File: src/hw/rtl/spa_pkg.sv
// Shared types and constants for the sparse polynomial adder.
`default_nettype none
package spa_pkg;

   localparam int MAX_TERMS_DEF = 32;
   localparam int COEF_W        = 16;
   localparam int POW_W         = 16;
   localparam int SUM_W         = COEF_W + 1;
   localparam int TERM_W        = COEF_W + POW_W;

   typedef enum logic [1:0] {
      REQ_LOAD_A = 2'd0,
      REQ_LOAD_B = 2'd1,
      REQ_ADD    = 2'd2,
      REQ_NONE   = 2'd3
   } req_code_type;

   typedef enum logic [1:0] {
      STAT_LOAD_OK   = 2'd0,
      STAT_LOAD_FULL = 2'd1,
      STAT_SUM_TERM  = 2'd2,
      STAT_EMPTY     = 2'd3
   } status_type;

   typedef enum logic {
      ST_IDLE  = 1'b0,
      ST_MERGE = 1'b1
   } state_type;

endpackage
`default_nettype wire

File: src/hw/rtl/spa_ram.sv
// Generic single-write, single-read RAM with a registered read port.
`default_nettype none
module spa_ram #(
   parameter int WIDTH = 32,
   parameter int DEPTH = 32
) (
   input  wire logic                     clock,
   input  wire logic                     wr_en,
   input  wire logic [$clog2(DEPTH)-1:0] wr_addr,
   input  wire logic [WIDTH-1:0]         wr_data,
   input  wire logic [$clog2(DEPTH)-1:0] rd_addr,
   output logic      [WIDTH-1:0]         rd_data
);

   logic [WIDTH-1:0] mem_ff [DEPTH];
   logic [WIDTH-1:0] rd_data_ff;

   always_ff @(posedge clock) begin
      if (wr_en) begin
         mem_ff[wr_addr] <= wr_data;
      end
      rd_data_ff <= mem_ff[rd_addr];
   end

   assign rd_data = rd_data_ff;

endmodule
`default_nettype wire

File: src/hw/rtl/sparse_polynomial_add_top.sv
// Sparse polynomial adder: two term lists merged in descending power order.
//
// A load request (type 0 or 1) appends one (coefficient, power) term to list
// A or list B and answers with one response; a load into a full list is
// dropped and reported. An add request walks both lists with two cursors: it
// first starts the memory reads at the head of each list and then returns one
// term per cycle while the response is not stalled (at most count A + count B
// terms), a rate set by the single read port of each list memory. Matching
// powers give the exact 17-bit sum, even a zero one; the last response of each
// request carries rsp_last. An add on two empty lists returns one empty marker.
// The lists persist across adds and are cleared only by reset. No request is
// taken while an add is being emitted.
`default_nettype none
module sparse_polynomial_add_top #(
   parameter int MAX_TERMS = spa_pkg::MAX_TERMS_DEF
) (
   input  wire logic                              clock,
   input  wire logic                              reset,
   input  wire logic                              req_valid,
   output logic                                   req_stall,
   input  wire logic [1:0]                        req_type,
   input  wire logic signed [spa_pkg::COEF_W-1:0] req_coefficient,
   input  wire logic [spa_pkg::POW_W-1:0]         req_power,
   output logic                                   rsp_valid,
   input  wire logic                              rsp_stall,
   output logic [1:0]                             rsp_status,
   output logic signed [spa_pkg::SUM_W-1:0]       rsp_sum_coefficient,
   output logic [spa_pkg::POW_W-1:0]              rsp_sum_power,
   output logic                                   rsp_last
);

   localparam int IDX_W = $clog2(MAX_TERMS);
   localparam int CNT_W = $clog2(MAX_TERMS + 1);
   localparam logic [CNT_W-1:0] CNT_FULL = CNT_W'(MAX_TERMS);

   spa_pkg::state_type state_ff, state_in;
   logic [CNT_W-1:0] cnt_a_ff, cnt_a_in, cnt_b_ff, cnt_b_in;
   logic [CNT_W-1:0] cur_a_ff, cur_a_in, cur_b_ff, cur_b_in;
   logic [CNT_W-1:0] cur_a_next, cur_b_next;

   logic                            valid_ff, valid_in;
   spa_pkg::status_type             status_ff, status_in;
   logic signed [spa_pkg::SUM_W-1:0] coef_ff, coef_in;
   logic [spa_pkg::POW_W-1:0]       pow_ff, pow_in;
   logic                            last_ff, last_in;

   logic                            wr_a, wr_b;
   logic [spa_pkg::TERM_W-1:0]      wr_data;
   logic [spa_pkg::TERM_W-1:0]      rd_a, rd_b;

   logic                            out_free, req_fire;
   logic                            a_has, b_has, take_a, take_b, merge_done;
   logic [spa_pkg::POW_W-1:0]       pa, pb;
   logic signed [spa_pkg::COEF_W-1:0] ca, cb;
   logic signed [spa_pkg::SUM_W-1:0]  op_a, op_b, step_sum;

   // Each list entry is stored as {coefficient, power}.
   assign wr_data = {req_coefficient, req_power};

   spa_ram #(.WIDTH(spa_pkg::TERM_W), .DEPTH(MAX_TERMS)) u_list_a (
      .clock   (clock),
      .wr_en   (wr_a),
      .wr_addr (cnt_a_ff[IDX_W-1:0]),
      .wr_data (wr_data),
      .rd_addr (cur_a_in[IDX_W-1:0]),
      .rd_data (rd_a)
   );

   spa_ram #(.WIDTH(spa_pkg::TERM_W), .DEPTH(MAX_TERMS)) u_list_b (
      .clock   (clock),
      .wr_en   (wr_b),
      .wr_addr (cnt_b_ff[IDX_W-1:0]),
      .wr_data (wr_data),
      .rd_addr (cur_b_in[IDX_W-1:0]),
      .rd_data (rd_b)
   );

   // One merge step: the power compares and a single coefficient adder.
   always_comb begin
      pa     = rd_a[spa_pkg::POW_W-1:0];
      pb     = rd_b[spa_pkg::POW_W-1:0];
      ca     = rd_a[spa_pkg::TERM_W-1:spa_pkg::POW_W];
      cb     = rd_b[spa_pkg::TERM_W-1:spa_pkg::POW_W];
      a_has  = cur_a_ff < cnt_a_ff;
      b_has  = cur_b_ff < cnt_b_ff;
      take_a = a_has && (!b_has || pa >= pb);
      take_b = b_has && (!a_has || pb >= pa);
      op_a   = take_a ? spa_pkg::SUM_W'(ca) : '0;
      op_b   = take_b ? spa_pkg::SUM_W'(cb) : '0;
      step_sum   = op_a + op_b;
      cur_a_next = cur_a_ff + CNT_W'(take_a);
      cur_b_next = cur_b_ff + CNT_W'(take_b);
      merge_done = (cur_a_next >= cnt_a_ff) && (cur_b_next >= cnt_b_ff);
   end

   assign out_free  = !valid_ff || !rsp_stall;
   assign req_stall = !((state_ff == spa_pkg::ST_IDLE) && out_free);
   assign req_fire  = req_valid && !req_stall;

   always_comb begin
      state_in  = state_ff;
      cnt_a_in  = cnt_a_ff;
      cnt_b_in  = cnt_b_ff;
      cur_a_in  = cur_a_ff;
      cur_b_in  = cur_b_ff;
      valid_in  = valid_ff && rsp_stall;
      status_in = status_ff;
      coef_in   = coef_ff;
      pow_in    = pow_ff;
      last_in   = last_ff;
      wr_a      = 1'b0;
      wr_b      = 1'b0;
      unique case (state_ff)
         spa_pkg::ST_IDLE: begin
            if (req_fire) begin
               coef_in = '0;
               pow_in  = '0;
               last_in = 1'b1;
               unique case (spa_pkg::req_code_type'(req_type))
                  spa_pkg::REQ_LOAD_A: begin
                     valid_in = 1'b1;
                     if (cnt_a_ff == CNT_FULL) begin
                        status_in = spa_pkg::STAT_LOAD_FULL;
                     end else begin
                        status_in = spa_pkg::STAT_LOAD_OK;
                        wr_a      = 1'b1;
                        cnt_a_in  = cnt_a_ff + CNT_W'(1);
                     end
                  end
                  spa_pkg::REQ_LOAD_B: begin
                     valid_in = 1'b1;
                     if (cnt_b_ff == CNT_FULL) begin
                        status_in = spa_pkg::STAT_LOAD_FULL;
                     end else begin
                        status_in = spa_pkg::STAT_LOAD_OK;
                        wr_b      = 1'b1;
                        cnt_b_in  = cnt_b_ff + CNT_W'(1);
                     end
                  end
                  spa_pkg::REQ_ADD: begin
                     if (cnt_a_ff == '0 && cnt_b_ff == '0) begin
                        valid_in  = 1'b1;
                        status_in = spa_pkg::STAT_EMPTY;
                     end else begin
                        // Cursors restart at zero; the first reads land next cycle.
                        cur_a_in = '0;
                        cur_b_in = '0;
                        state_in = spa_pkg::ST_MERGE;
                     end
                  end
                  default: begin
                  end
               endcase
            end
         end
         spa_pkg::ST_MERGE: begin
            if (out_free) begin
               valid_in  = 1'b1;
               status_in = spa_pkg::STAT_SUM_TERM;
               coef_in   = step_sum;
               pow_in    = take_a ? pa : pb;
               last_in   = merge_done;
               cur_a_in  = cur_a_next;
               cur_b_in  = cur_b_next;
               if (merge_done) begin
                  state_in = spa_pkg::ST_IDLE;
               end
            end
         end
         default: begin
            state_in = spa_pkg::ST_IDLE;
         end
      endcase
   end

   always_ff @(posedge clock) begin
      if (reset) begin
         state_ff <= spa_pkg::ST_IDLE;
         cnt_a_ff <= '0;
         cnt_b_ff <= '0;
         cur_a_ff <= '0;
         cur_b_ff <= '0;
         valid_ff <= 1'b0;
      end else begin
         state_ff <= state_in;
         cnt_a_ff <= cnt_a_in;
         cnt_b_ff <= cnt_b_in;
         cur_a_ff <= cur_a_in;
         cur_b_ff <= cur_b_in;
         valid_ff <= valid_in;
      end
   end

   always_ff @(posedge clock) begin
      status_ff <= status_in;
      coef_ff   <= coef_in;
      pow_ff    <= pow_in;
      last_ff   <= last_in;
   end

   assign rsp_valid           = valid_ff;
   assign rsp_status          = status_ff;
   assign rsp_sum_coefficient = coef_ff;
   assign rsp_sum_power       = pow_ff;
   assign rsp_last            = last_ff;

endmodule
`default_nettype wire

File: config.mk
export PLATFORM = sky130hd
export DESIGN_NAME = sparse_polynomial_add_top
export DESIGN_NICKNAME = d
export VERILOG_FILES = /design/src/hw/rtl/spa_pkg.sv /design/src/hw/rtl/spa_ram.sv /design/src/hw/rtl/sparse_polynomial_add_top.sv
export SDC_FILE = /design/constraint.sdc
export NUM_CORES = 2
export LEC_CHECK = 0
export BUFFER_PORTS_ARGS = -buffer_cell sky130_fd_sc_hd__clkbuf_2
export CAP_MARGIN = 20
export CORE_MARGIN = 3
export CORE_UTILIZATION = 63
export CTS_CLUSTER_DIAMETER = 40
export DETAILED_ROUTE_END_ITERATION = 8
export MAX_ROUTING_LAYER = met4
export PLACE_DENSITY = 0.8
export SLEW_MARGIN = 25
export SYNTH_ARGS = -nofsm -noshare
export SYNTH_HDL_FRONTEND = slang
export SYNTH_SLANG_ARGS = --single-unit
export TNS_END_PERCENT = 1
File: constraint.sdc
create_clock -name clock -period 6.24 [get_ports clock]
set_input_delay 1.248 -clock clock [delete_from_list [all_inputs] [get_ports clock]]
set_output_delay 1.248 -clock clock [all_outputs]
set_load 0.005 [all_outputs]
==> metrics.md <==
| Metric | Value |
|---|---|
| Status | `finished clean` |
| Mapped Nets | `between 6000 and 7000` |
| Cell Count, Final, Fillers Out | `between 8000 and 9000` |
| Syn-to-layout area delta | `13.2%` |
| Clk_lat worst skew | `around 0.87 ns` |
| Met3 wire len | `31.8 mm` |
| DR top layer | `met4` |
| RSZ-0062 raised after global routing | `no` |
| Pwr dens | `304 nW/um2` |
| Detailed Routing Iterations Pass 1 | `6` |
| Gate Count Post-Synth | `6152` |
| Largest net degree at the start of global routing | `between 150 and 200` |
| Die Wd | `about 380 um` |
| Placed insts | `a little under 8000` |
| I/O Buffers | `75` |
| Final hold vios | `0` |
| Most common cell after layout, fill and taps aside | `edfxtp_1` |
| Average size of a mapped cell | `between 10 and 15 um2` |
| Antenna viol nets, final | `0` |
| Synthesized area | `88300 um2` |
| GRT overflow | `0` |
| Final instance area | `about 100000 um2` |
| WL per Instance | `between 20 and 30 um` |
| Detailed-route via count | `about 57000` |
| CTS tree | `done` |
| Initial Util | `roughly 64%` |
| Routability cong. | `around 0.9` |
| DRC Markers | `0` |
| Vias in the first global route | `roughly 56000` |
| Met1 WL | `85.7 mm` |
| Library cells used by synthesis | `64` |
| DPL Wire Length | `roughly 130 mm` |
| Pins Over Slew Limit | `0` |
| DR vias/cell | `6.81` |
| Die Ht | `between 300 and 400 um` |
| Max-cap violations | `0` |
| Post-CTS Resized | `0` |
| Worst endpoint required time | `between 6 and 7 ns` |
| First-pass GRT wire length | `360 mm` |
| Root Buffer | `clkbuf_16` |
| Main synth FF type | `edfxtp_1` |
| WL met2 | `between 100 and 150 mm` |
| Hold Path Class | `reg -> reg` |
| Yosys warning count | `0` |
| Post-synth EDFFs | `~2100` |
| Max VDD drop | `approximately 310 uV` |
| H-tree depth | `4` |
| Total GRT Usage | `around a third` |
| Rel. slew slack | `25.0%` |
| Slew of the pin with the lowest slew margin | `between 1 and 1.5 ns` |
| Leading area contributor after synthesis | `edfxtp_1` |
| Total core area | `roughly 140000 um2` |
| # rows | `roughly 140` |
| Final worst-path cycle share | `between 90% and 100%` |
| WS Path Type | `reg -> reg` |
| Clk sinks | `2174` |
| Initial antenna violation count | `19` |
| Post-synth top area share | `between 70% and 80%` |
| Yosys reg bits | `roughly 2200` |
| Startpoint types | `flip-flop` |
| Crit. End Element | `flip-flop` |
| Pleak | `33.2 nW` |
| Hold buffer count at CTS | `0` |
| Clock slew at reported path FFs | `approximately 0.06 ns` |
| Fraction of layout cells with a size suffix above 1 | `between 10 and 15%` |
| WP data arrival | `between 6 and 7 ns` |
| Post-synthesis sequential area ratio | `around 73%` |
| Tmin final | `approximately 5.7 ns` |
| IO Count | `76` |
| Cts bufs inserted | `approximately 230` |
| Die area | `between 100000 and 150000 um2` |
| Commonest cells after routing, fill and taps aside | `edfxtp_1, nand2_1, o211ai_1` |
| Initial DRC count | `roughly 9000` |
| Post-Place Cell Area | `approximately 90000 um2` |
| Setup TNS | `0 ns` |
| Detailed Route WL | `~250 mm` |
| Post-CTS setup buffers | `0` |
| Final #Nets | `about 6400` |
| Crit path max fanout | `15` |
| Synth area leaders | `edfxtp_1, o211ai_1, nand2_1` |
| Fmax | `between 150 and 200 MHz` |
| Max Buffers Root-to-Sink | `3` |
| Setup violations, final | `0` |
| Share of synthesized registers carrying an async set or reset | `0%` |
| Final clock skew | `around 0.042 ns` |
kinds of logic after synthesis:
group | count (synthesis) | synth area share, %
AND/OR/NAND/NOR | 1175 | 5.41
AO/OA/AOI/OAI | 1616 | 13.0
XOR/XNOR | 26 | 0.258
adder cells (fa/ha/maj) | 71 | 1.01
flip-flops | 2174 | 72.9
multiplexers | 346 | 4.06
buffers and inverters | 744 | 3.39
state kept, by name, indices dropped and copies added (netlist names):
signal,cells
cnt_a_ff,6
cnt_b_ff,6
cur_a_ff,6
cur_b_ff,6
rsp_last,1
rsp_status,2
rsp_sum_coefficient,17
rsp_sum_power,16
rsp_valid,1
state_ff,1
u_list_a.mem_ff,1024
u_list_a.rd_data,32
u_list_b.mem_ff,1024
u_list_b.rd_data,32
worst max-delay path, stage by stage (launching register included):
cell and delay (ns):
dfxtp_1 0.43, inv_1 0.14, ha_1 0.31, a2111oi_0 0.45, o21ai_0 0.34, nor2b_1 0.24
o211ai_1 0.11, and3_2 0.27, ha_1 0.21, ha_1 0.23, a21boi_0 0.58, a2bb2oi_4 0.20
nand3_1 0.80, buf_4 0.53, a21oi_1 0.22, a311oi_1 0.15, o41a_1 0.32
final cells by class:
cell class | count | area [um2]
diodes | 10 | 25.0
multi-input cells | 3234 | 21700
inverters | 299 | 1120
flip-flops and latches | 2174 | 64400
repair buffers | 333 | 2790
clock buffers | 292 | 6110
well taps | 1863 | 2330
fillers | 8162 | 38400
clock inverters | 134 | 1540
Yosys cell counts (70+ instances only):
cell and n:
inv_1 299, dfxtp_1 90, ha_1 70, a21oi_1 372, buf_2 106, a22oi_1 131, clkbuf_1 294, o211ai_1 548
o21ai_0 83, nor2_1 111, edfxtp_1 2084, nand3_1 125, a31oi_1 129, mux2i_1 246, mux2_2 100, nand2_1 855
per-layer routing:
| metal | vias to the layer above | track usage [%] |
|---|---|---|
| met2 | 4260 | 52.7 |
| met3 | 764 | 8.05 |
| met5 | - | - |
| li1 | 23929 | - |
| met1 | 27874 | 43.7 |
| met4 | 0 | 19.1 |
power by group:
part | switching (mW) | total [mW] | internal, mW | leakage, nW
sequential | 0.0548 | 16.1 | 16.0 | 19.5
clock | 5.80 | 13.7 | 7.90 | 3.70
combinational | 0.482 | 0.594 | 0.112 | 10.0
total | 6.34 | 30.4 | 24.0 | 33.2
final timing paths:
kind	end	cells past startpoint	slack [ns]	start
worst max register to register	u_list_a.rd_data[12]	16	0.53	cnt_b_ff[1]
worst max-delay path	u_list_a.rd_data[12]	16	0.53	cnt_b_ff[1]
worst min register to register	cnt_a_ff[5]	2	0.54	cnt_a_ff[5]
worst min-delay path	cnt_a_ff[5]	2	0.54	cnt_a_ff[5]
metrics by stage:
step | setup slack, ns | hold slack [ns] | power (mW) | utilization, %
floorplan | 1.56 | 0.480 | 16.6 | -
global placement | 0.763 | 0.512 | 16.9 | 66.7
detailed placement | 0.687 | 0.526 | 17.0 | 66.7
CTS | 0.649 | 0.532 | 30.4 | 72.2
global route | 0.332 | 0.576 | 31.0 | 72.2
finish | 0.534 | 0.536 | 30.4 | 72.2
Power figures use the tool's default switching activity.
